--- src/hw/rtl/piqf_pkg.sv ---
package piqf_pkg;

    localparam int CFG_INDEX_BITS = 4;

    localparam logic [CFG_INDEX_BITS-1:0] REG_TOP_LEFT_X     = 4'd0;
    localparam logic [CFG_INDEX_BITS-1:0] REG_TOP_LEFT_Y     = 4'd1;
    localparam logic [CFG_INDEX_BITS-1:0] REG_BOTTOM_LEFT_X  = 4'd2;
    localparam logic [CFG_INDEX_BITS-1:0] REG_BOTTOM_LEFT_Y  = 4'd3;
    localparam logic [CFG_INDEX_BITS-1:0] REG_BOTTOM_RIGHT_X = 4'd4;
    localparam logic [CFG_INDEX_BITS-1:0] REG_BOTTOM_RIGHT_Y = 4'd5;
    localparam logic [CFG_INDEX_BITS-1:0] REG_TOP_RIGHT_X    = 4'd6;
    localparam logic [CFG_INDEX_BITS-1:0] REG_TOP_RIGHT_Y    = 4'd7;

    localparam int NUM_CORNER_REGS = 8;

    typedef struct packed {
        logic neg;
        logic zero;
    } t_edge_sign;

    typedef struct packed {
        logic valid;
        logic keep;
        logic last;
    } t_flags;

endpackage

--- src/hw/rtl/piqf_edge_eval.sv ---
module piqf_edge_eval
    import piqf_pkg::*;
#(
    parameter int COORD_BITS = 16
) (
    input  logic                         i_clk,
    input  logic                         i_en,
    input  logic signed [COORD_BITS-1:0] i_ex,
    input  logic signed [COORD_BITS-1:0] i_ey,
    input  logic signed [COORD_BITS-1:0] i_fx,
    input  logic signed [COORD_BITS-1:0] i_fy,
    input  logic signed [COORD_BITS-1:0] i_px,
    input  logic signed [COORD_BITS-1:0] i_py,
    output t_edge_sign                   o_sign
);

    localparam int D = COORD_BITS + 1;
    localparam int P = 2 * D;
    localparam int W = P + 1;

    logic signed [D-1:0] a;
    logic signed [D-1:0] b;
    logic signed [D-1:0] c;
    logic signed [D-1:0] d;
    logic signed [P-1:0] r_p;
    logic signed [P-1:0] r_q;
    logic signed [W-1:0] diff;
    t_edge_sign          r_sign;

    assign a = D'(i_fy) - D'(i_ey);
    assign b = D'(i_px) - D'(i_ex);
    assign c = D'(i_fx) - D'(i_ex);
    assign d = D'(i_py) - D'(i_ey);

    always_ff @(posedge i_clk) begin
        if (i_en) begin
            r_p <= a * b;
            r_q <= c * d;
        end
    end

    assign diff = W'(r_p) - W'(r_q);

    always_ff @(posedge i_clk) begin
        if (i_en) begin
            r_sign.neg  <= diff[W-1];
            r_sign.zero <= (diff == '0);
        end
    end

    assign o_sign = r_sign;

endmodule

--- config.mk ---
export PLATFORM = sky130hd
export DESIGN_NAME = piqf_edge_eval
export DESIGN_NICKNAME = d
export VERILOG_FILES = /design/src/hw/rtl/piqf_pkg.sv /design/src/hw/rtl/piqf_edge_eval.sv
export SDC_FILE = /design/constraint.sdc
export NUM_CORES = 2
export LEC_CHECK = 0
export BUFFER_PORTS_ARGS = -buffer_cell sky130_fd_sc_hd__buf_2
export CAP_MARGIN = 5
export CORE_ASPECT_RATIO = 1.5
export CORE_MARGIN = 2
export CORE_UTILIZATION = 55
export DETAILED_ROUTE_END_ITERATION = 8
export PLACE_DENSITY = 0.84
export SLEW_MARGIN = 5
export SYNTH_ARGS = -nofsm -noshare
export SYNTH_HDL_FRONTEND = slang
export SYNTH_SLANG_ARGS = --single-unit
--- constraint.sdc ---
create_clock -name i_clk -period 13.09 [get_ports i_clk]
set_clock_uncertainty 0.1 [all_clocks]
set_input_delay 1.309 -clock i_clk [delete_from_list [all_inputs] [get_ports i_clk]]
set_output_delay 1.309 -clock i_clk [all_outputs]
set_load 0.03 [all_outputs]
After elaboration in Yosys (flattened, before gate mapping)
Cells that the tools add are included.
{ "totals": {"reg_bits": 70, "latch_bits": 0, "mem_bits_rw": 0, "romBits": 0, "in_bits": 98, "output_inout_bits": 2, "elab_cells": 12, "memories": 0} }
{ "classes": {"add_sub_neg": 5, "mul": 2, "n_div": 0, "order_cmp": 0, "n_eq_ne": 0, "shift": 0, "mux": 0, "n_bitwise": 0, "reduce_logical": 1} }
{ "ops": {"columns": ["op", "n"], "rows": [
  ["multiplier 17 x 17 -> 34 bit", 2],
  ["subtractor 16 x 16 -> 17 bit", 4],
  ["logical NOT 35 bit", 1],
  ["subtractor 34 x 34 -> 35 bit", 1]
]} }

Longest topological paths before layout
{ "depth": {"word_depth": 2, "mapped_depth": 39} }

Worst setup path before layout
No wires, ideal clock.
{ "synth_timing": {"kind": "in2reg", "from": "input i_fx[0]", "to": "register r_q[33], data pin", "arrival_ns": 9.442, "required_time_ns": 12.730, "setup_slack_ns": 3.288, "stages": 39, "n_path_buf": 1, "path_cell_list": "inv_1 > ha_1 > inv_1 > fa_1 > a21o_1 > a21oi_2 > o21ai_1 > a31oi_1 > nor2b_1 > o21a_1 > o211a_1 > o21a_1 > nor2_1 > xnor2_1 > clkbuf_1 > nand2_1 > fa_1 > inv_1 > (+3 left out) > inv_1 > fa_1 > fa_1 > inv_1 > fa_1 > inv_1 > ha_1 > a21o_1 > a21o_1 > a221o_1 > o31ai_1 > and4b_1 > nor3_1 > nor2_1 > a21oi_1 > a21o_1 > a21oi_1 > xnor2_1"} }
{ "synth_via": {"elab_chain_len": 2} }
{ "synth_rtl": {"columns": ["item", "line_no", "rtl"], "rows": [
  ["start: declaration", "piqf_edge_eval.sv:10", "input logic signed [COORD_BITS-1:0] i_fx,"],
  ["subtractor 16 x 16 -> 17 bit", "piqf_edge_eval.sv:32", "assign c = D'(i_fx) - D'(i_ex);"],
  ["multiplier 17 x 17 -> 34 bit", "piqf_edge_eval.sv:38", "r_q <= c * d;"],
  ["end signal: assignment", "piqf_edge_eval.sv:38", null],
  ["end: declaration", "piqf_edge_eval.sv:26", "logic signed [P-1:0] r_q;"]
]} }
No other way between the ends.
A chain may end at the register's enable or synchronous reset.

Worst setup path in the final report
Ends and elaborated chain as after synthesis.

==> metrics.yaml <==
detailed_routing:
  vias: 22432
  dr.pass1.iters: 6
  wl_per_cell_um: 19.3
  routed_wl_mm: 76.0
  drtIter0Drc: 1677
  vias_per_cell: 5.71
  antenna_left: 0
  drc: 0
setup_path:
  reg2reg_to: "o_sign[0]"
  r2r-start: "r_q[0]"
  slowest_delay_ns: 0.55
  cp_top_family: "adder cells"
  critPathSlowestCell: "fa_1"
  path_buf_inv: 7
  critPathArrivalTime_ns: 10.35
  crit_required_ns: 13.08
  reg2reg_slack_ns: 9.09
  cp-end-kind: "flip-flop"
  cp_max_fo: 6
  reg2reg_depth: 13
  worstSetupStartpointType: "primary input"
  cpMostUsedCell: "fa_1"
  crit_type: "in -> reg"
floorplanning:
  core_area_mm2: 0.0507
  ioPinCount: 100
  fp.dieH_um: 282
  start_util_pct: 55.9
  rows: 101
  dieArea_mm2: 0.0533
  die_x_um: 189
status:
  outcome: "finished clean"
clocking:
  tritoncts: "yes"
  clockBufferDepth: 2
  post-cts-setup-buffers: 0
  cts_root_buffer: "clkbuf_16"
  cts_buffers: 9
  clkSinkCount: 70
  cts_hold_buf: 0
  path_clk_slew_ns: 0.06
  worstSkewPairLatency_ns: 0.35
  htreeDepth: 3
  cts_resized: 0
grt:
  grt_pass1_vias: 24453
  antenna_found_initial: 1
  grt_first_pass_wirelength_mm: 124
  overflow: 0
  grt_max_degree: 68
  grtUsageTotal_pct: 30.3
sta:
  setup_tns_ns: 0
  relSlewSlack_pct: 17.7
  drv_slew: 0
  setup_violations: 0
  min_period_ns: 10.36
  post-route-period-util_pct: 79.2
  hold_viol: 0
  rsz0062_at_grt: "false"
  clock.fmax_mhz: 96.5
  tightest_slew_ns: 1.23
hold_path:
  min_path_type: "reg -> reg"
  holdPathEnd: "o_sign[1]"
  hp-start: "r_q[33]"
  hold_depth: 4
synth:
  synth_area_leaders: "fa_1, ha_1, inv_1, edfxtp_1, nand2_1"
  ys.flop_type: "edfxtp_1"
  yosysSeqAreaShare_pct: 7.43
  netlist_instances: 3154
  syn_area_mm2: 0.0283
  synth-seq-cells: 70
  synth_warnings: 0
  async_flop_share_pct: 0
  netlist.area_leader.share_pct: 42.2
  yosys.area.top_type: "fa_1"
  synth_nets: 4117
  synth_edf_count: 70
  syn_area_per_cell_um2: 8.97
  synth_cell_types: 71
placement:
  placed_area_mm2: 0.0298
  gp_routability_congestion: 0.991
  dp_hpwl_mm: 64.2
  port_buffers: 99
cells_and_area:
  final_nets: 4217
  drive_gt1_share_pct: 6.44
  final_area_mm2: 0.0302
  area_growth_pct: 6.57
  mostFrequentLayoutCell: "inv_1"
  layout_common_cells: "inv_1, fa_1, nand2_1"
run:
  max_cap_viol_count: 0
-- state kept, by name, indices dropped and copies added, names as in the netlist --
signal	cells
o_sign	2
r_p	34
r_q	34
-- per-stage QoR --
stage          hold slack, ns  cells  utilization [%]  setup slack, ns
2_1_floorplan           0.676   3154                -             3.29
3_3_place_gp            0.880   3912             58.9             2.72
3_5_place_dp            0.872   3912             58.9             2.47
4_1_cts                 0.872   3928             59.5             2.80
5_1_grt                 0.949   3928             59.5             2.28
6_report                0.875   3929             59.5             2.73
-- worst max path at each step --
stage,cells after the start,slack (ns),from,endpoint
global placement,40,2.72,i_fx[0],r_q[33]
finish,37,2.73,i_fx[0],r_q[33]
detailed placement,37,2.47,i_fx[0],r_q[33]
floorplan,39,3.29,i_fx[0],r_q[33]
global route,39,2.28,i_fx[0],r_q[32]
CTS,37,2.80,i_fx[0],r_q[33]
-- layer usage --
layer	part of all wire [%]	up-vias	track usage, %
li1	-	9929	-
met1	35	11147	34.2
met2	48	1018	52.1
met3	7.4	338	4.62
met4	9.3	0	22.6
met5	0	-	0
-- worst min-delay path, cell delays in order, from the launching register on --
cell	delay (ns)
edfxtp_1	0.34
inv_1	0.04
ha_1	0.17
o21ai_0	0.15
a31oi_1	0.09
-- Yosys cell counts (13+ instances only) --
cell,n
xnor2_1,108
nor3_1,38
o21ai_1,18
xor2_1,44
o21ai_0,57
edfxtp_1,70
and2_1,49
nand3_1,34
a21oi_1,102
fa_1,597
ha_1,268
a31oi_1,13
nand2b_1,47
o21a_1,39
o21bai_1,13
or2_2,17
clkbuf_1,65
inv_1,693
nor2b_1,54
nand2_1,340
nor2_1,292
or3_1,16
a21o_1,37
-- layout make-up --
type                    instances  area [um2]
diodes                          1        2.50
clock buffers                   9         225
clock inverters                 7        88.8
fillers                      4252       20500
inverters                     693        2600
multi-input cells            2323       23400
flip-flops and latches         70        2100
well taps                     669         837
repair buffers                157         931
-- kinds of logic after synthesis --
family,count (synthesis),share of synthesized area (%)
buf+inv,761,10.1
xor+xnor,153,4.76
simple gates,935,15.0
mux,8,0.283
compound gates,362,8.36
fa+ha+maj,865,54.1
flops,70,7.43
Power is not shown: default switching activity piles up to over one toggle a cycle in this logic, so the estimate is an artifact.
