--- src/hw/rtl/piqf_pkg.sv ---
package piqf_pkg;

    localparam int CFG_INDEX_BITS = 4;

    localparam logic [CFG_INDEX_BITS-1:0] REG_TOP_LEFT_X     = 4'd0;
    localparam logic [CFG_INDEX_BITS-1:0] REG_TOP_LEFT_Y     = 4'd1;
    localparam logic [CFG_INDEX_BITS-1:0] REG_BOTTOM_LEFT_X  = 4'd2;
    localparam logic [CFG_INDEX_BITS-1:0] REG_BOTTOM_LEFT_Y  = 4'd3;
    localparam logic [CFG_INDEX_BITS-1:0] REG_BOTTOM_RIGHT_X = 4'd4;
    localparam logic [CFG_INDEX_BITS-1:0] REG_BOTTOM_RIGHT_Y = 4'd5;
    localparam logic [CFG_INDEX_BITS-1:0] REG_TOP_RIGHT_X    = 4'd6;
    localparam logic [CFG_INDEX_BITS-1:0] REG_TOP_RIGHT_Y    = 4'd7;

    localparam int NUM_CORNER_REGS = 8;

    typedef struct packed {
        logic neg;
        logic zero;
    } t_edge_sign;

    typedef struct packed {
        logic valid;
        logic keep;
        logic last;
    } t_flags;

endpackage

--- src/hw/rtl/piqf_count.sv ---
module piqf_count
    import piqf_pkg::*;
#(
    parameter int COUNT_BITS = 16
) (
    input  logic                  i_clk,
    input  logic                  i_rst_n,
    input  logic                  i_en,
    input  t_flags                i_flags,
    input  t_edge_sign            i_top,
    input  t_edge_sign            i_bottom,
    input  t_edge_sign            i_left,
    input  t_edge_sign            i_right,
    output logic                  o_valid,
    output logic                  o_keep,
    output logic [COUNT_BITS-1:0] o_count,
    output logic                  o_last
);

    logic                  r_o_valid;
    logic                  r_o_keep;
    logic [COUNT_BITS-1:0] r_o_count;
    logic                  r_o_last;
    logic [COUNT_BITS-1:0] r_total;
    logic [COUNT_BITS-1:0] n_total;
    logic                  same_tb;
    logic                  same_lr;
    logic                  kept;

    // Two opposite edges reject the point only when both are nonzero with equal sign.
    assign same_tb = !i_top.zero && !i_bottom.zero && (i_top.neg == i_bottom.neg);
    assign same_lr = !i_left.zero && !i_right.zero && (i_left.neg == i_right.neg);
    assign kept    = i_flags.keep && !same_tb && !same_lr;

    always_comb begin
        n_total = r_total;
        if (kept && (r_total != {COUNT_BITS{1'b1}})) begin
            n_total = r_total + COUNT_BITS'(1);
        end
    end

    always_ff @(posedge i_clk) begin
        if (!i_rst_n) begin
            r_o_valid <= 1'b0;
            r_total   <= '0;
        end else if (i_en) begin
            r_o_valid <= i_flags.valid;
            if (i_flags.valid) begin
                r_total <= i_flags.last ? '0 : n_total;
            end
        end
    end

    always_ff @(posedge i_clk) begin
        if (i_en && i_flags.valid) begin
            r_o_keep  <= kept;
            r_o_count <= n_total;
            r_o_last  <= i_flags.last;
        end
    end

    assign o_valid = r_o_valid;
    assign o_keep  = r_o_keep;
    assign o_count = r_o_count;
    assign o_last  = r_o_last;

    a_keep_counts: assert property (@(posedge i_clk) disable iff (!i_rst_n)
        r_o_valid && r_o_keep |-> r_o_count != '0)
        else $error("kept word shows a zero count");

    a_last_clears: assert property (@(posedge i_clk) disable iff (!i_rst_n)
        i_en && i_flags.valid && i_flags.last |=> r_total == '0)
        else $error("count not cleared after batch end");

    a_reject_holds: assert property (@(posedge i_clk) disable iff (!i_rst_n)
        i_en && i_flags.valid && !i_flags.last && !kept |=> $stable(r_total))
        else $error("count moved on a rejected word");

endmodule

--- config.mk ---
export PLATFORM = sky130hd
export DESIGN_NAME = piqf_count
export DESIGN_NICKNAME = d
export VERILOG_FILES = /design/src/hw/rtl/piqf_pkg.sv /design/src/hw/rtl/piqf_count.sv
export SDC_FILE = /design/constraint.sdc
export NUM_CORES = 1
export LEC_CHECK = 0
export BUFFER_PORTS_ARGS = -buffer_cell sky130_fd_sc_hd__buf_4
export CELL_PAD_IN_SITES_DETAIL_PLACEMENT = 1
export CELL_PAD_IN_SITES_GLOBAL_PLACEMENT = 2
export CORE_MARGIN = 2
export CORE_UTILIZATION = 30
export CTS_BUF_LIST = sky130_fd_sc_hd__clkbuf_4 sky130_fd_sc_hd__clkbuf_8
export DETAILED_ROUTE_END_ITERATION = 8
export PLACE_DENSITY_LB_ADDON = 0.2
export SLEW_MARGIN = 20
export SYNTH_ARGS = -nofsm -noshare
export SYNTH_HDL_FRONTEND = slang
export SYNTH_SLANG_ARGS = --single-unit
--- constraint.sdc ---
create_clock -name i_clk -period 2.8 [get_ports i_clk]
set_clock_uncertainty 0.15 [all_clocks]
set_input_delay 0.28 -clock i_clk [delete_from_list [all_inputs] [get_ports i_clk]]
set_output_delay 0.28 -clock i_clk [all_outputs]
set_load 0.02 [all_outputs]
# Word-level counts from Yosys, hierarchy flattened
# Index checks and enable logic that the tools add are counted.
[op_classes]
n_lt_le_gt_ge = 0
n_mul = 0
n_eq_ne = 3
n_reduce_logical = 15
n_bitwise = 0
mux = 2
n_shift = 0
n_div = 0
n_addsub = 1
[op_table]
columns = ["operator", "n"]
rows = [
  ["16-bit two-way mux", 2],
  ["16-bit by 1-bit adder with 16-bit output, second input constant", 1],
  ["16-bit != test, second input constant", 1],
  ["1-bit logical AND", 8],
  ["1-bit logical NOT", 6],
  ["1-bit equality test", 2],
  ["2-bit AND reduction", 1],
]
[totals]
ramBits = 0
reg_bits = 35
romBits = 0
latch_bits = 0
output_inout_bits = 19
wordCells = 26
memories = 0

# Logic depth before layout (Yosys ltp)
[depth]
depth_word = 9
mapped_depth = 8
ltp_nobuf = 6

# Least setup slack after synthesis
# Ideal clock, no wire load.
[synth_timing]
path_type = "register -> register"
startpoint = "register r_total[0]"
endpoint = "register r_o_count[1], in the netlist o_count[1], data pin"
required_time_ns = 2.390
stages_incl_launch_ff = 7
arrival_time_ns = 1.543
path_buffers = 1
path_slack_ns = 0.847
cell_sequence = "dfxtp_1 > ha_1 > and3_1 > nand4_2 > and3_1 > clkbuf_1 > mux2_2"
[synth_via]
elab_chain_cells = 3
word_cells_on_any_way = 4
[synth_rtl]
columns = ["item", "line", "source"]
rows = [
  ["from (decl)", "piqf_count.sv:24", "logic [COUNT_BITS-1:0] r_total;"],
  ["from (signal assigned)", "piqf_count.sv:49", "r_total <= i_flags.last ? '0 : n_total;"],
  ["parallel branches: the longest is 2 deep, another holds 16-bit by 1-bit adder with 16-bit output", "-", ""],
  ["16-bit two-way mux *", "piqf_count.sv:37", "if (kept && (r_total != {COUNT_BITS{1'b1}})) begin"],
  ["named net n_total[1]", "piqf_count.sv:25", "logic [COUNT_BITS-1:0] n_total;"],
  ["to (signal assigned)", "piqf_count.sv:57", "r_o_count <= n_total;"],
  ["to (decl)", "piqf_count.sv:22", "logic [COUNT_BITS-1:0] r_o_count;"],
]
# Mark *: on every way through the listed nets, which the timed path passes.
# A chain may end at the register's enable or synchronous reset.

# Worst setup path after layout
[layout_timing]
startpoint = "register r_total[4]"
endpoint = "register r_total[9]"
[layout_via]
elab_chain_cells = 4
word_cells_on_any_way = 5
[layout_rtl]
columns = ["item", "line"]
rows = [
  ["parallel branches: the longest is 2 deep, another holds 16-bit by 1-bit adder with 16-bit output", "-"],
  ["16-bit two-way mux *", "piqf_count.sv:37"],
  ["16-bit two-way mux *", "piqf_count.sv:49"],
]
# Every way passes the cells marked *.

==> out/qor.csv <==
stage,metric,value,unit
synth,avgSynthCellArea,10.0,um^2
synth,synth.top_cell.area_share,27.9,%
power_and_ir_drop,p_sw_share,24.2,%
critical_path,cp.required,2.86,ns
floorplanning,die_x,84.3,um
synth,dominantRegCellSynth,edfxtp_1,
synth,muxShareOfSynthArea,1.10,%
place,placedInstanceArea,2180,um^2
cells_and_area,final_common_cell,buf_4,
critical_path,cp-end-kind,register,
drt,vias_per_cell,5.28,
critical_path,critPathLaunchType,register,
clocking,clock_path_buffers,2,
clocking,cts_tree,built,
clocking,hold_buffers,0,
synth,synth-edff-count,18,
power_and_ir_drop,pwr-share-seq,53.7,%
floorplanning,die_area,7110,um^2
place,dp.cells,287,
power_and_ir_drop,power_frac_comb,10.0,%
floorplanning,core,6280,um^2
global_routing,antenna_found_initial,0,
critical_path,critPathKind,reg -> reg,
global_routing,grt.overflow.total,0,
clocking,root_buffer,clkbuf_8,
clocking,cts_setup_buffers,0,
sta,worst_slew_pin_slew,0.569,ns
power_and_ir_drop,p_leak,0.817,nW
clocking,htree_levels,2,
drt,routedWlPerCell,16.6,um
min_path,hold_class,in -> reg,
synth,synth-xor-area-share,7.70,%
synth,syn_nets,208,
drt,vias,1559,
synth,postSynth.asyncResetShare,0,%
cells_and_area,n_antenna_cell,0,
global_routing,grt_pass1_vias,1649,
sta,slew_headroom,61.4,%
synth,ys_types,50,
drt,drc_errors,0,
cells_and_area,multi_input_comb_area,923,um^2
cells_and_area,design_area,2270,um^2
cells_and_area,final_cell_mix,"34 x buf_4, 18 x edfxtp_1, 17 x nand2_1, 17 x dfxtp_1",
drt,ant_nets,0,
clocking,cts_resized,0,
global_routing,grt_max_degree,19,
cells_and_area,nNetsFinal,232,
power_and_ir_drop,irDropWorstVdd,0.159,mV
cells_and_area,layoutNonFillerInstCount,295,
place,place.gp.congestion,0.791,
power_and_ir_drop,p_int,0.784,mW
synth,ys_ff_latch,35,
critical_path,cp.arrival,2.33,ns
synth,yosys_warnings,0,
floorplanning,die_h,84.3,um
global_routing,grt_pass1_wl,8.07,mm
place,portBuffers,32,
synth,ys_seq_area_share,45.5,%
floorplanning,ioPinCount,33,
drt,drt-initial-drc-count,31,
synth,synth_fa_ha_area_share,0.647,%
clocking,path_clk_slew,0.07,ns
power_and_ir_drop,power.total,1.03,mW
clocking,cts_made_buffers,5,
outcome,status,finished clean,
floorplanning,start_util,30.8,%
power_and_ir_drop,p_sw,0.250,mW
job,drv_cap,0,
sta,layout_min_cycle_time,2.27,ns
global_routing,grt.total_usage,14.4,%
clocking,clkSinkCount,35,
sta,setup_viol,0,
synth,synth_top_family_by_area,simple AND/OR/NAND/NOR gates,
cells_and_area,drive_gt1_share,25.2,%
sta,fmax,0.440,GHz
sta,hold_violations,0,
cells_and_area,area_growth,17.2,%
sta,finalCritPeriodShare,81.2,%
synth,synth_simple_gate_area_share,23.8,%
critical_path,cp_max_fo,12,
sta,rsz0062_at_grt,no,
place,hpwlAfterDp,3.49,mm
drt,drt_wl_total,4.90,mm
synth,synth_compound_area_share,14.5,%
floorplanning,rows,29,
cells_and_area,fin_util,36.1,%
synth,synthTopCellsByArea,"edfxtp_1 28%, dfxtp_1 18%, xnor2_1 5.0%, nand2_1 3.3%, a31oi_1 3.2%",
clocking,clock_latency,0.29,ns
synth,syn_area,1930,um^2
synth,synth_largest_area_cell,edfxtp_1,
cells_and_area,n_fill_cell,725,
power_and_ir_drop,pwr-share-clk,36.3,%
sta,fin_tns_setup,0,ns
synth,syn_inst,193,
cells_and_area,seq_area,881,um^2
drt,firstDrtPassIters,4,
sta,slew_violations,0,
power_and_ir_drop,powerDensity,456,nW/um^2
worst max-delay path: stages, from the launching register on:
cell and delay (ns):
dfxtp_1 0.55, and4_1 0.43, nand4_2 0.22, nor3b_4 0.26, a311o_1 0.39, a31oi_1 0.18
final timing paths:
check / endpoint / slack, ns / startpoint / cells past startpoint
setup / recovery: r_total[9] / 0.53 / r_total[4] / 5
hold / removal: o_valid / 0.11 / i_en / 3
setup reg to reg: r_total[9] / 0.53 / r_total[4] / 5
hold reg to reg: o_valid / 0.33 / o_valid / 2
cell type report:
class,instances,area share (%)
Sequential cell,35,38.9
Inverter,6,0.993
Multi-Input combinational cell,135,40.7
Clock inverter,1,0.221
Tap cell,77,4.25
Clock buffer,7,3.70
Timing Repair Buffer,34,11.3
cells by family (layout without fill, tap and decap cells):
kind of cell	Yosys count	in the layout
multiplexers	2	2
adder cells (fa/ha/maj)	1	1
XOR/XNOR	17	17
AND/OR/NAND/NOR	77	77
flip-flops	35	35
AO/OA/AOI/OAI	38	38
buffers and inverters	23	48
cells in the mapped netlist, drive strengths merged (2+ instances only):
| library cell | n |
|---|---|
| nand4 | 10 |
| nor3b | 2 |
| or3b | 2 |
| dfxtp | 17 |
| a21oi | 6 |
| inv | 6 |
| a31o | 3 |
| a311o | 3 |
| nand2b | 3 |
| a31oi | 10 |
| o31ai | 3 |
| or3 | 3 |
| xor2 | 6 |
| nor2 | 10 |
| buf | 11 |
| xnor2 | 11 |
| clkbuf | 6 |
| and3 | 6 |
| nand2 | 17 |
| o21a | 2 |
| edfxtp | 18 |
| nand3 | 12 |
| nor2b | 3 |
| o21ai | 5 |
| and4 | 4 |
sequential cells by signal (all words and copies together) (netlist names):
signal	cells
r_total	16
o_keep	1
o_valid	1
o_last	1
o_count	16
per-layer routing:
| metal | track usage, % | vias to the layer above | part of all wire [%] |
|---|---|---|---|
| met3 | 2.75 | 10 | 3.3 |
| met5 | 0 | - | 0 |
| met1 | 16.9 | 766 | 45 |
| li1 | - | 755 | - |
| met4 | 6.89 | 0 | 2.0 |
| met2 | 25.0 | 28 | 49 |
power by group through the flow:
stage | registers, mW | logic (mW) | clock network, mW
2_1_floorplan | 0.584 | 0.0360 | 0
3_5_place_dp | 0.567 | 0.105 | 0
4_1_cts | 0.556 | 0.105 | 0.391
6_report | 0.556 | 0.103 | 0.375
5_1_grt | 0.557 | 0.112 | 0.406
3_3_place_gp | 0.566 | 0.104 | 0
stage by stage:
| stage | hold slack [ns] | worst slack, ns |
|---|---|---|
| 2_1_floorplan | 0.229 | 0.847 |
| 3_3_place_gp | 0.311 | 0.675 |
| 3_5_place_dp | 0.318 | 0.563 |
| 4_1_cts | 0.102 | 0.549 |
| 5_1_grt | 0.120 | 0.377 |
| 6_report | 0.114 | 0.527 |
Power figures use the tool's default switching activity.
