$ cat src/hw/rtl/piqf_pkg.sv
package piqf_pkg;

    localparam int CFG_INDEX_BITS = 4;

    localparam logic [CFG_INDEX_BITS-1:0] REG_TOP_LEFT_X     = 4'd0;
    localparam logic [CFG_INDEX_BITS-1:0] REG_TOP_LEFT_Y     = 4'd1;
    localparam logic [CFG_INDEX_BITS-1:0] REG_BOTTOM_LEFT_X  = 4'd2;
    localparam logic [CFG_INDEX_BITS-1:0] REG_BOTTOM_LEFT_Y  = 4'd3;
    localparam logic [CFG_INDEX_BITS-1:0] REG_BOTTOM_RIGHT_X = 4'd4;
    localparam logic [CFG_INDEX_BITS-1:0] REG_BOTTOM_RIGHT_Y = 4'd5;
    localparam logic [CFG_INDEX_BITS-1:0] REG_TOP_RIGHT_X    = 4'd6;
    localparam logic [CFG_INDEX_BITS-1:0] REG_TOP_RIGHT_Y    = 4'd7;

    localparam int NUM_CORNER_REGS = 8;

    typedef struct packed {
        logic neg;
        logic zero;
    } t_edge_sign;

    typedef struct packed {
        logic valid;
        logic keep;
        logic last;
    } t_flags;

endpackage

$ cat src/hw/rtl/piqf_cfg_regs.sv
module piqf_cfg_regs
    import piqf_pkg::*;
#(
    parameter int COORD_BITS = 16
) (
    input  logic                         i_clk,
    input  logic                         i_rst_n,
    input  logic                         i_we,
    input  logic [CFG_INDEX_BITS-1:0]    i_index,
    input  logic [COORD_BITS-1:0]        i_data,
    output logic signed [COORD_BITS-1:0] o_corner [NUM_CORNER_REGS]
);

    logic signed [COORD_BITS-1:0] r_corner [NUM_CORNER_REGS];

    always_ff @(posedge i_clk) begin
        if (!i_rst_n) begin
            for (int k = 0; k < NUM_CORNER_REGS; k++) begin
                r_corner[k] <= '0;
            end
        end else if (i_we) begin
            case (i_index)
                REG_TOP_LEFT_X:     r_corner[0] <= i_data;
                REG_TOP_LEFT_Y:     r_corner[1] <= i_data;
                REG_BOTTOM_LEFT_X:  r_corner[2] <= i_data;
                REG_BOTTOM_LEFT_Y:  r_corner[3] <= i_data;
                REG_BOTTOM_RIGHT_X: r_corner[4] <= i_data;
                REG_BOTTOM_RIGHT_Y: r_corner[5] <= i_data;
                REG_TOP_RIGHT_X:    r_corner[6] <= i_data;
                REG_TOP_RIGHT_Y:    r_corner[7] <= i_data;
                default: ;
            endcase
        end
    end

    assign o_corner = r_corner;

endmodule

$ cat config.mk
export PLATFORM = sky130hd
export DESIGN_NAME = piqf_cfg_regs
export DESIGN_NICKNAME = d
export VERILOG_FILES = /design/src/hw/rtl/piqf_pkg.sv /design/src/hw/rtl/piqf_cfg_regs.sv
export SDC_FILE = /design/constraint.sdc
export NUM_CORES = 1
export LEC_CHECK = 0
export BUFFER_PORTS_ARGS = -buffer_cell sky130_fd_sc_hd__buf_2
export CORE_MARGIN = 2
export CORE_UTILIZATION = 54
export DETAILED_ROUTE_END_ITERATION = 7
export PLACE_DENSITY = 0.84
export SETUP_SLACK_MARGIN = 0.4
export SLEW_MARGIN = 20
export SYNTH_ARGS = -nofsm -noshare
export SYNTH_HDL_FRONTEND = slang
export SYNTH_SLANG_ARGS = --single-unit
$ cat constraint.sdc
create_clock -name i_clk -period 1.65 [get_ports i_clk]
set_clock_uncertainty 0.15 [all_clocks]
set_input_delay 0 -clock i_clk [delete_from_list [all_inputs] [get_ports i_clk]]
set_output_delay 0 -clock i_clk [all_outputs]
set_load 0.02 [all_outputs]
Word-level counts from Yosys, hierarchy flattened
Index checks and enable logic that the tools add are counted.
- eq/ne operators: 7
- reduce and logical (&&, ||, !) cells: 9
- operator list (kind ; count):
    4-bit by 3-bit equality test with 1-bit output, second input constant ; 4
    2-bit AND reduction ; 8
    4-bit by 2-bit equality test with 1-bit output, second input constant ; 2
    4-bit by 1-bit equality test with 1-bit output, second input constant ; 1
    4-bit zero test ; 1
- register bits after elaboration: 128
- input port bits: 23
- output and inout bits: 128
- logic and storage cells: 24

Depth between registers and ports, before layout
Gate-level depths: netlist of the first run.
- depth after elaboration: 2
- gate-level depth with buffers: 5
- depth with buffers taken out: 3

Worst setup path before layout of the first run
No wires, ideal clock.
- kind: input -> register
- from: input i_index[3]
- to: register r_corner (netlist bit o_corner[69])
- setup time: 73 ps
- data arrival time: 848 ps
- required time: 1427 ps
- slack: 579 ps
- stages on the path: 5
- path buffers: 2
- cell sequence: nor3b_4 -> and3_4 -> buf_12 -> buf_12 -> mux2i_1
- cells in the longest elaborated chain, start to end: 2
- ends and longest elaborated chain (element ; RTL line ; source):
    start, declared ; piqf_cfg_regs.sv:9 ; input logic [CFG_INDEX_BITS-1:0] i_index,
    4-bit by 2-bit equality test with 1-bit output ; piqf_cfg_regs.sv:22 ; case (i_index)
    2-bit AND reduction (no source line) ; -- ;
    end, declared ; piqf_cfg_regs.sv:14 ; logic signed [COORD_BITS-1:0] r_corner [NUM_CORNER_REGS];
Every way passes these cells.
A chain may end at the register's enable or synchronous reset.

Worst setup path in the final report of the first run
- from: input i_index[0]
- to: register r_corner (netlist bit o_corner[56])
- cells in the longest elaborated chain, start to end: 2
- ends and longest elaborated chain (element ; RTL line):
    4-bit by 3-bit equality test with 1-bit output ; piqf_cfg_regs.sv:22
    2-bit AND reduction (no source line) ; --
Every way passes these cells.

==> results.py, run 1 <==
metrics = {
    "power": {
        "comb_power_share_pct": 5.7,
        "power-per-cell-area_nw_per_um2": 1138,
        "p_int_mw": 5.583,
        "leakagePower_nw": 3.204,
        "switching_power_mw": 1.572,
        "p_clk_share_pct": 50.2,
        "switching_share_pct": 21.97,
        "ir_worst_vdd_mv": 0.6868,
        "power_frac_seq_pct": 44.1,
    },
    "cts": {
        "path_clk_slew_ns": 0.06,
        "clk_latency_ns": 0.51,
        "clock-root-buffer": "clkbuf_8",
        "htreeDepth": 4,
        "cts_setup_buffers": 0,
        "cts_tree": "yes",
        "numCtsBuffers": 17,
        "holdBufCountCts": 18,
        "cts_max_path_buffers": 2,
        "cts.sinks": 128,
    },
    "run": {
        "cap_violations": 0,
    },
    "placement": {
        "pre_cts_slack_ns": 0.2965,
        "placed_area_um2": 5518,
        "io_buffer_count": 150,
        "gp_congestion": 0.7998,
        "dp_hpwl_mm": 8.309,
    },
    "global_route": {
        "grt_first_pass_wirelength_mm": 19.50,
        "grtUsageTotal_pct": 26.16,
        "grt_pass1_vias": 3850,
        "antenna_found_initial": 0,
        "grt_max_degree": 45,
        "grt_overflow": 0,
    },
    "yosys": {
        "ys_types": 20,
        "syn_area_per_cell_um2": 10.73,
        "yosysWarnings": 0,
        "synthCells": 442,
        "synth-seq-cells": 128,
        "netlist_area_um2": 4743,
        "synthesis.nets": 465,
        "ys_seq_area_share_pct": 54.02,
    },
    "timing": {
        "period_minus_slack_ns": 1.239,
        "drv_slew": 0,
        "setup_ws_ns": 0.4111,
        "max_clock_freq_mhz": 807.2,
        "rsz0062_at_grt": "yes",
        "hold_violations": 93,
        "layout_worst_path_cycle_share_pct": 75.08,
        "whs_ns": -0.3057,
        "slew_headroom_pct": 66.19,
        "tightest_slew_ns": 0.5059,
        "tns_ns": 0,
        "setup_viol": 0,
    },
    "setup_path": {
        "worstSetupPathType": "input pin to flop",
        "critPathMaxFanout": 16,
        "critPathLaunchType": "input pin",
        "worst_setup_path_end_kind": "flop",
        "cp.arrival_ns": 1.46,
        "cp.required_ns": 1.88,
    },
    "route": {
        "first_pass_iters": 4,
        "drc_errors": 0,
        "final_antenna_net_count": 0,
        "drt-total-wl_mm": 12.56,
        "avgRoutedWirePerCell_um": 17.13,
        "vias": 3827,
        "dr.first_iter.drc_count": 119,
        "vias_per_cell": 5.221,
    },
    "die": {
        "io_pins": 151,
        "core_area_um2": 8636,
        "fp.dieArea_um2": 9549,
        "die_y_um": 97.72,
        "initial_core_util_pct": 54.93,
        "chipWidth_um": 97.72,
        "rows": 34,
    },
    "finish": {
        "final_area_um2": 6290,
        "diodes": 0,
        "final_cell_mix": "buf_2 (149), nand2_1 (145), mux2i_1 (128), dfxtp_1 (128), dlygate4sd3_1 (18)",
        "final_util_pct": 72.83,
        "nFillCells": 610,
        "nNetsFinal": 635,
        "drive_gt1_share_pct": 32.00,
        "area_growth_syn_to_layout_pct": 32.60,
        "mostFrequentLayoutCell": "buf_2",
        "largest_reg_flops": 128,
    },
    "worst_hold_path": {
        "worstHoldPathType": "input pin to flop",
    },
    "outcome": {
        "status": "finished with violations",
        "violations": "negative hold slack",
    },
}
-- Yosys cell counts, drive strengths merged --
cell / number / area, µm²
clkbuf: 11 / 41.29
nand2: 146 / 550.5
nand2b: 1 / 6.260
nor2: 2 / 10.01
nor3b: 3 / 38.79
and3: 1 / 11.26
buf: 19 / 206.4
mux2i: 128 / 1281
nand3b: 3 / 35.03
dfxtp: 128 / 2562
-- through the flow --
step           power, mW  instances
3_5_place_dp       3.586        683
6_report           7.156        733
5_1_grt            7.333        733
4_1_cts            7.182        733
2_1_floorplan      3.443        442
3_3_place_gp       3.577        683
-- path summary, 6_finish.rpt --
kind	from	endpoint	slack, ns	cells past startpoint
max	i_index[0]	o_corner[56]$_SDFFE_PN0P_	0.41	6
max reg2reg	o_corner[44]$_SDFFE_PN0P_	o_corner[44]$_SDFFE_PN0P_	0.83	2
min reg2reg	o_corner[79]$_SDFFE_PN0P_	o_corner[79]$_SDFFE_PN0P_	0.31	2
min	i_rst_n	o_corner[16]$_SDFFE_PN0P_	-0.31	3
-- metal layers --
layer	up-vias	global-route usage [%]	part of all wire, %
met3	20	7.914	7.1
met5	-	0	0
met4	0	10.26	1.6
li1	1798	-	-
met1	1851	32.55	42
met2	158	42.81	49
-- final cells by class --
| class | count | area (µm²) | area share (%) |
|---|---|---|---|
| sequential | 128 | 2562 | 40.74 |
| multi-input combinational | 284 | 1949 | 30.99 |
| timing repair buffer | 181 | 1060 | 16.85 |
| clock buffer | 23 | 476.7 | 7.579 |
| tap | 108 | 135.1 | 2.148 |
| clock inverter | 9 | 106.4 | 1.691 |
-- power groups by stage --
stage / logic [mW] / registers (mW) / clock network [mW]
after floorplan: 0.176 / 3.27 / 0
after global placement: 0.358 / 3.22 / 0
after detailed placement: 0.365 / 3.22 / 0
after CTS: 0.402 / 3.16 / 3.63
after global routing: 0.430 / 3.16 / 3.75
final: 0.405 / 3.16 / 3.59
-- what timing repair did --
action,4_1_cts,5_1_grt
endpoints found under the setup margin,0,17
gates resized for setup,0,2
hold endpoints to repair,128,93
-- worst max-delay path, stage by stage --
cell,delay [ns]
dlygate4sd3_1,0.56
buf_2,0.18
nor2_1,0.23
nand2b_1,0.10
buf_4,0.24
mux2i_1,0.16
-- cells by family after synthesis --
family	Yosys count	synth area share, %
mux	128	27.01
simple gates	156	13.74
flops	128	54.02
buf+inv	30	5.223
No activity file was read; power rests on OpenSTA's default activity.
==> run 2: changes to the inputs <==
--- a/config.mk
+++ b/config.mk
@@ -7,9 +7,9 @@
 export LEC_CHECK = 0
 export BUFFER_PORTS_ARGS = -buffer_cell sky130_fd_sc_hd__buf_2
 export CORE_MARGIN = 2
-export CORE_UTILIZATION = 54
+export CORE_UTILIZATION = 50
 export DETAILED_ROUTE_END_ITERATION = 7
-export PLACE_DENSITY = 0.84
+export PLACE_DENSITY = 0.79
 export SETUP_SLACK_MARGIN = 0.4
 export SLEW_MARGIN = 20
 export SYNTH_ARGS = -nofsm -noshare
==> constraint.sdc (replaced) <==
create_clock -name i_clk -period 1.2 [get_ports i_clk]
set_clock_uncertainty 0.15 [all_clocks]
set_input_delay 0 -clock i_clk [delete_from_list [all_inputs] [get_ports i_clk]]
set_output_delay 0 -clock i_clk [all_outputs]
set_load 0.02 [all_outputs]
==> results.py, run 2 (synthesis gave the netlist of run 1 again) <==
metrics = {
    "outcome": {
        "status": "finished with violations",
        "violations": "negative hold slack",
    },
    "route": {
        "avgRoutedWirePerCell_um": 20.58,
        "final_antenna_net_count": 0,
        "vias": 4218,
        "first_pass_iters": 4,
        "drc_errors": 0,
        "dr.first_iter.drc_count": 107,
        "vias_per_cell": 5.259,
        "drt-total-wl_mm": 16.51,
    },
    "placement": {
        "gp_congestion": 0.8140,
        "dp_hpwl_mm": 8.321,
        "io_buffer_count": 150,
        "place_inst": 710,
    },
    "setup_path": {
        "critPathMaxFanout": 2,
        "cp.arrival_ns": 1.03,
        "r2r-end": "o_corner[120]$_SDFFE_PN0P_",
        "worstSetupPathType": "flop to output port",
        "crit_start": "o_corner[110]$_SDFFE_PN0P_",
        "reg2reg_slack_ns": 0.21,
        "critPathLaunchType": "flop",
        "r2r_start": "o_corner[120]$_SDFFE_PN0P_",
        "worst_setup_path_end_kind": "output port",
        "cp.required_ns": 1.05,
        "cp.depth": 1,
        "critPathBufInv": 1,
        "path_cells": "buf_6",
        "cpMaxStageDelayCell": "dfxtp_2",
        "cp_top_family": "flip-flops",
        "slowest_delay_ns": 0.38,
        "reg2reg_depth": 4,
    },
    "global_route": {
        "grt_pass1_vias": 4308,
        "grt_first_pass_wirelength_mm": 22.32,
        "grtUsageTotal_pct": 28.93,
        "grt_overflow": 0,
        "grt_max_degree": 44,
        "antenna_found_initial": 0,
    },
    "finish": {
        "mostFrequentLayoutCell": "buf_6",
        "drive_gt1_share_pct": 65.08,
        "diodes": 0,
        "largest_reg_flops": 128,
        "nNetsFinal": 683,
        "final_cell_mix": "buf_6 (174), dfxtp_2 (128), mux2i_1 (124)",
        "area_growth_syn_to_layout_pct": 68.93,
        "final_cells": 802,
    },
    "cts": {
        "cts_tree": "yes",
        "cts_max_path_buffers": 2,
        "clk_latency_ns": 0.51,
        "holdBufCountCts": 7,
        "numCtsBuffers": 17,
        "cts.sinks": 128,
        "clock-root-buffer": "clkbuf_8",
        "path_clk_slew_ns": 0.06,
        "htreeDepth": 4,
    },
    "timing": {
        "slew_headroom_pct": 67.83,
        "rsz0062_at_grt": "yes",
        "period_minus_slack_ns": 1.184,
        "tightest_slew_ns": 0.4814,
        "hold_violations": 118,
        "setup_viol": 0,
        "max_clock_freq_mhz": 844.5,
        "drv_slew": 0,
        "whs_ns": -0.2963,
        "layout_worst_path_cycle_share_pct": 98.67,
    },
    "run": {
        "cap_violations": 0,
    },
    "power": {
        "leakagePower_nw": 3.734,
        "ir_worst_vdd_mv": 0.8757,
        "post-layout-total-power_mw": 9.910,
        "power-per-cell-area_nw_per_um2": 1237,
    },
    "worst_hold_path": {
        "holdCritStartpoint": "i_rst_n",
        "whs_path_depth": 3,
        "worstHoldPathType": "input pin to flop",
        "holdPathEnd": "o_corner[50]$_SDFFE_PN0P_",
    },
    "die": {
        "rows": 35,
        "fp.dieArea_um2": 10280,
        "chipWidth_um": 101.4,
        "io_pins": 151,
        "core_area_um2": 9240,
        "die_y_um": 101.4,
        "initial_core_util_pct": 51.33,
    },
}
run 2: cell count changes in the layout (fill, tap and decap cells not counted), moves of 38 or more:
cell	before	now
buf_6	1	174
buf_2	149	19
dfxtp_1	128	0
dfxtp_2	0	128
nand2_1	145	102
nand2_2	0	38
run 2: metal layers:
metal  vias up  GRT usage (%)  share of wire [%]
met2       196          51.15                 52
met3        54          7.384                5.7
met5         -              0                  0
met4         0          15.90                3.5
met1      2070          31.62                 38
li1       1898              -                  -
run 2: worst max path at each step:
stage | endpoint | slack [ns]
after detailed placement | o_corner[73]$_SDFFE_PN0P_ | -0.09
after global routing | o_corner[110] | 0.007
final | o_corner[110] | 0.02
after floorplan | o_corner[76]$_SDFFE_PN0P_ | 0.13
after global placement | o_corner[75]$_SDFFE_PN0P_ | -0.02
after CTS | o_corner[10] | 0.05
run 2: final cells by class:
| class | instances | area (µm²) |
|---|---|---|
| clock buffers | 19 | 441.7 |
| clock inverters | 13 | 113.9 |
| fillers | 410 | 1227 |
| multi-input cells | 285 | 2126 |
| flip-flops and latches | 128 | 2723 |
| well taps | 129 | 161.4 |
| repair buffers | 228 | 2447 |
run 2: power breakdown:
group / switching (mW) / total (mW) / internal, mW
Combinational: 0.411 / 0.729 / 0.318
Clock: 1.97 / 4.82 / 2.85
Sequential: 0.0493 / 4.36 / 4.31
Total: 2.43 / 9.91 / 7.48
run 2: repair_timing:
action | 4_1_cts | 5_1_grt
cloned | 0 | 1
setup buffers | 23 | 29
setup endpoints to repair | 130 | 201
pin swaps | 0 | 2
resized for setup | 373 | 96
hold endpoints to repair | 128 | 113
run 2: stage by stage:
step	setup WS, ns	setup TNS [ns]	area, µm²	utilization [%]
floorplan	0.1298	0	4830	-
global placement	-0.01829	-0.2645	5723	61.94
detailed placement	-0.09162	-0.7923	5723	61.94
CTS	0.05070	0	7470	80.84
global route	0.007477	0	8013	86.72
finish	0.01592	0	8013	86.72
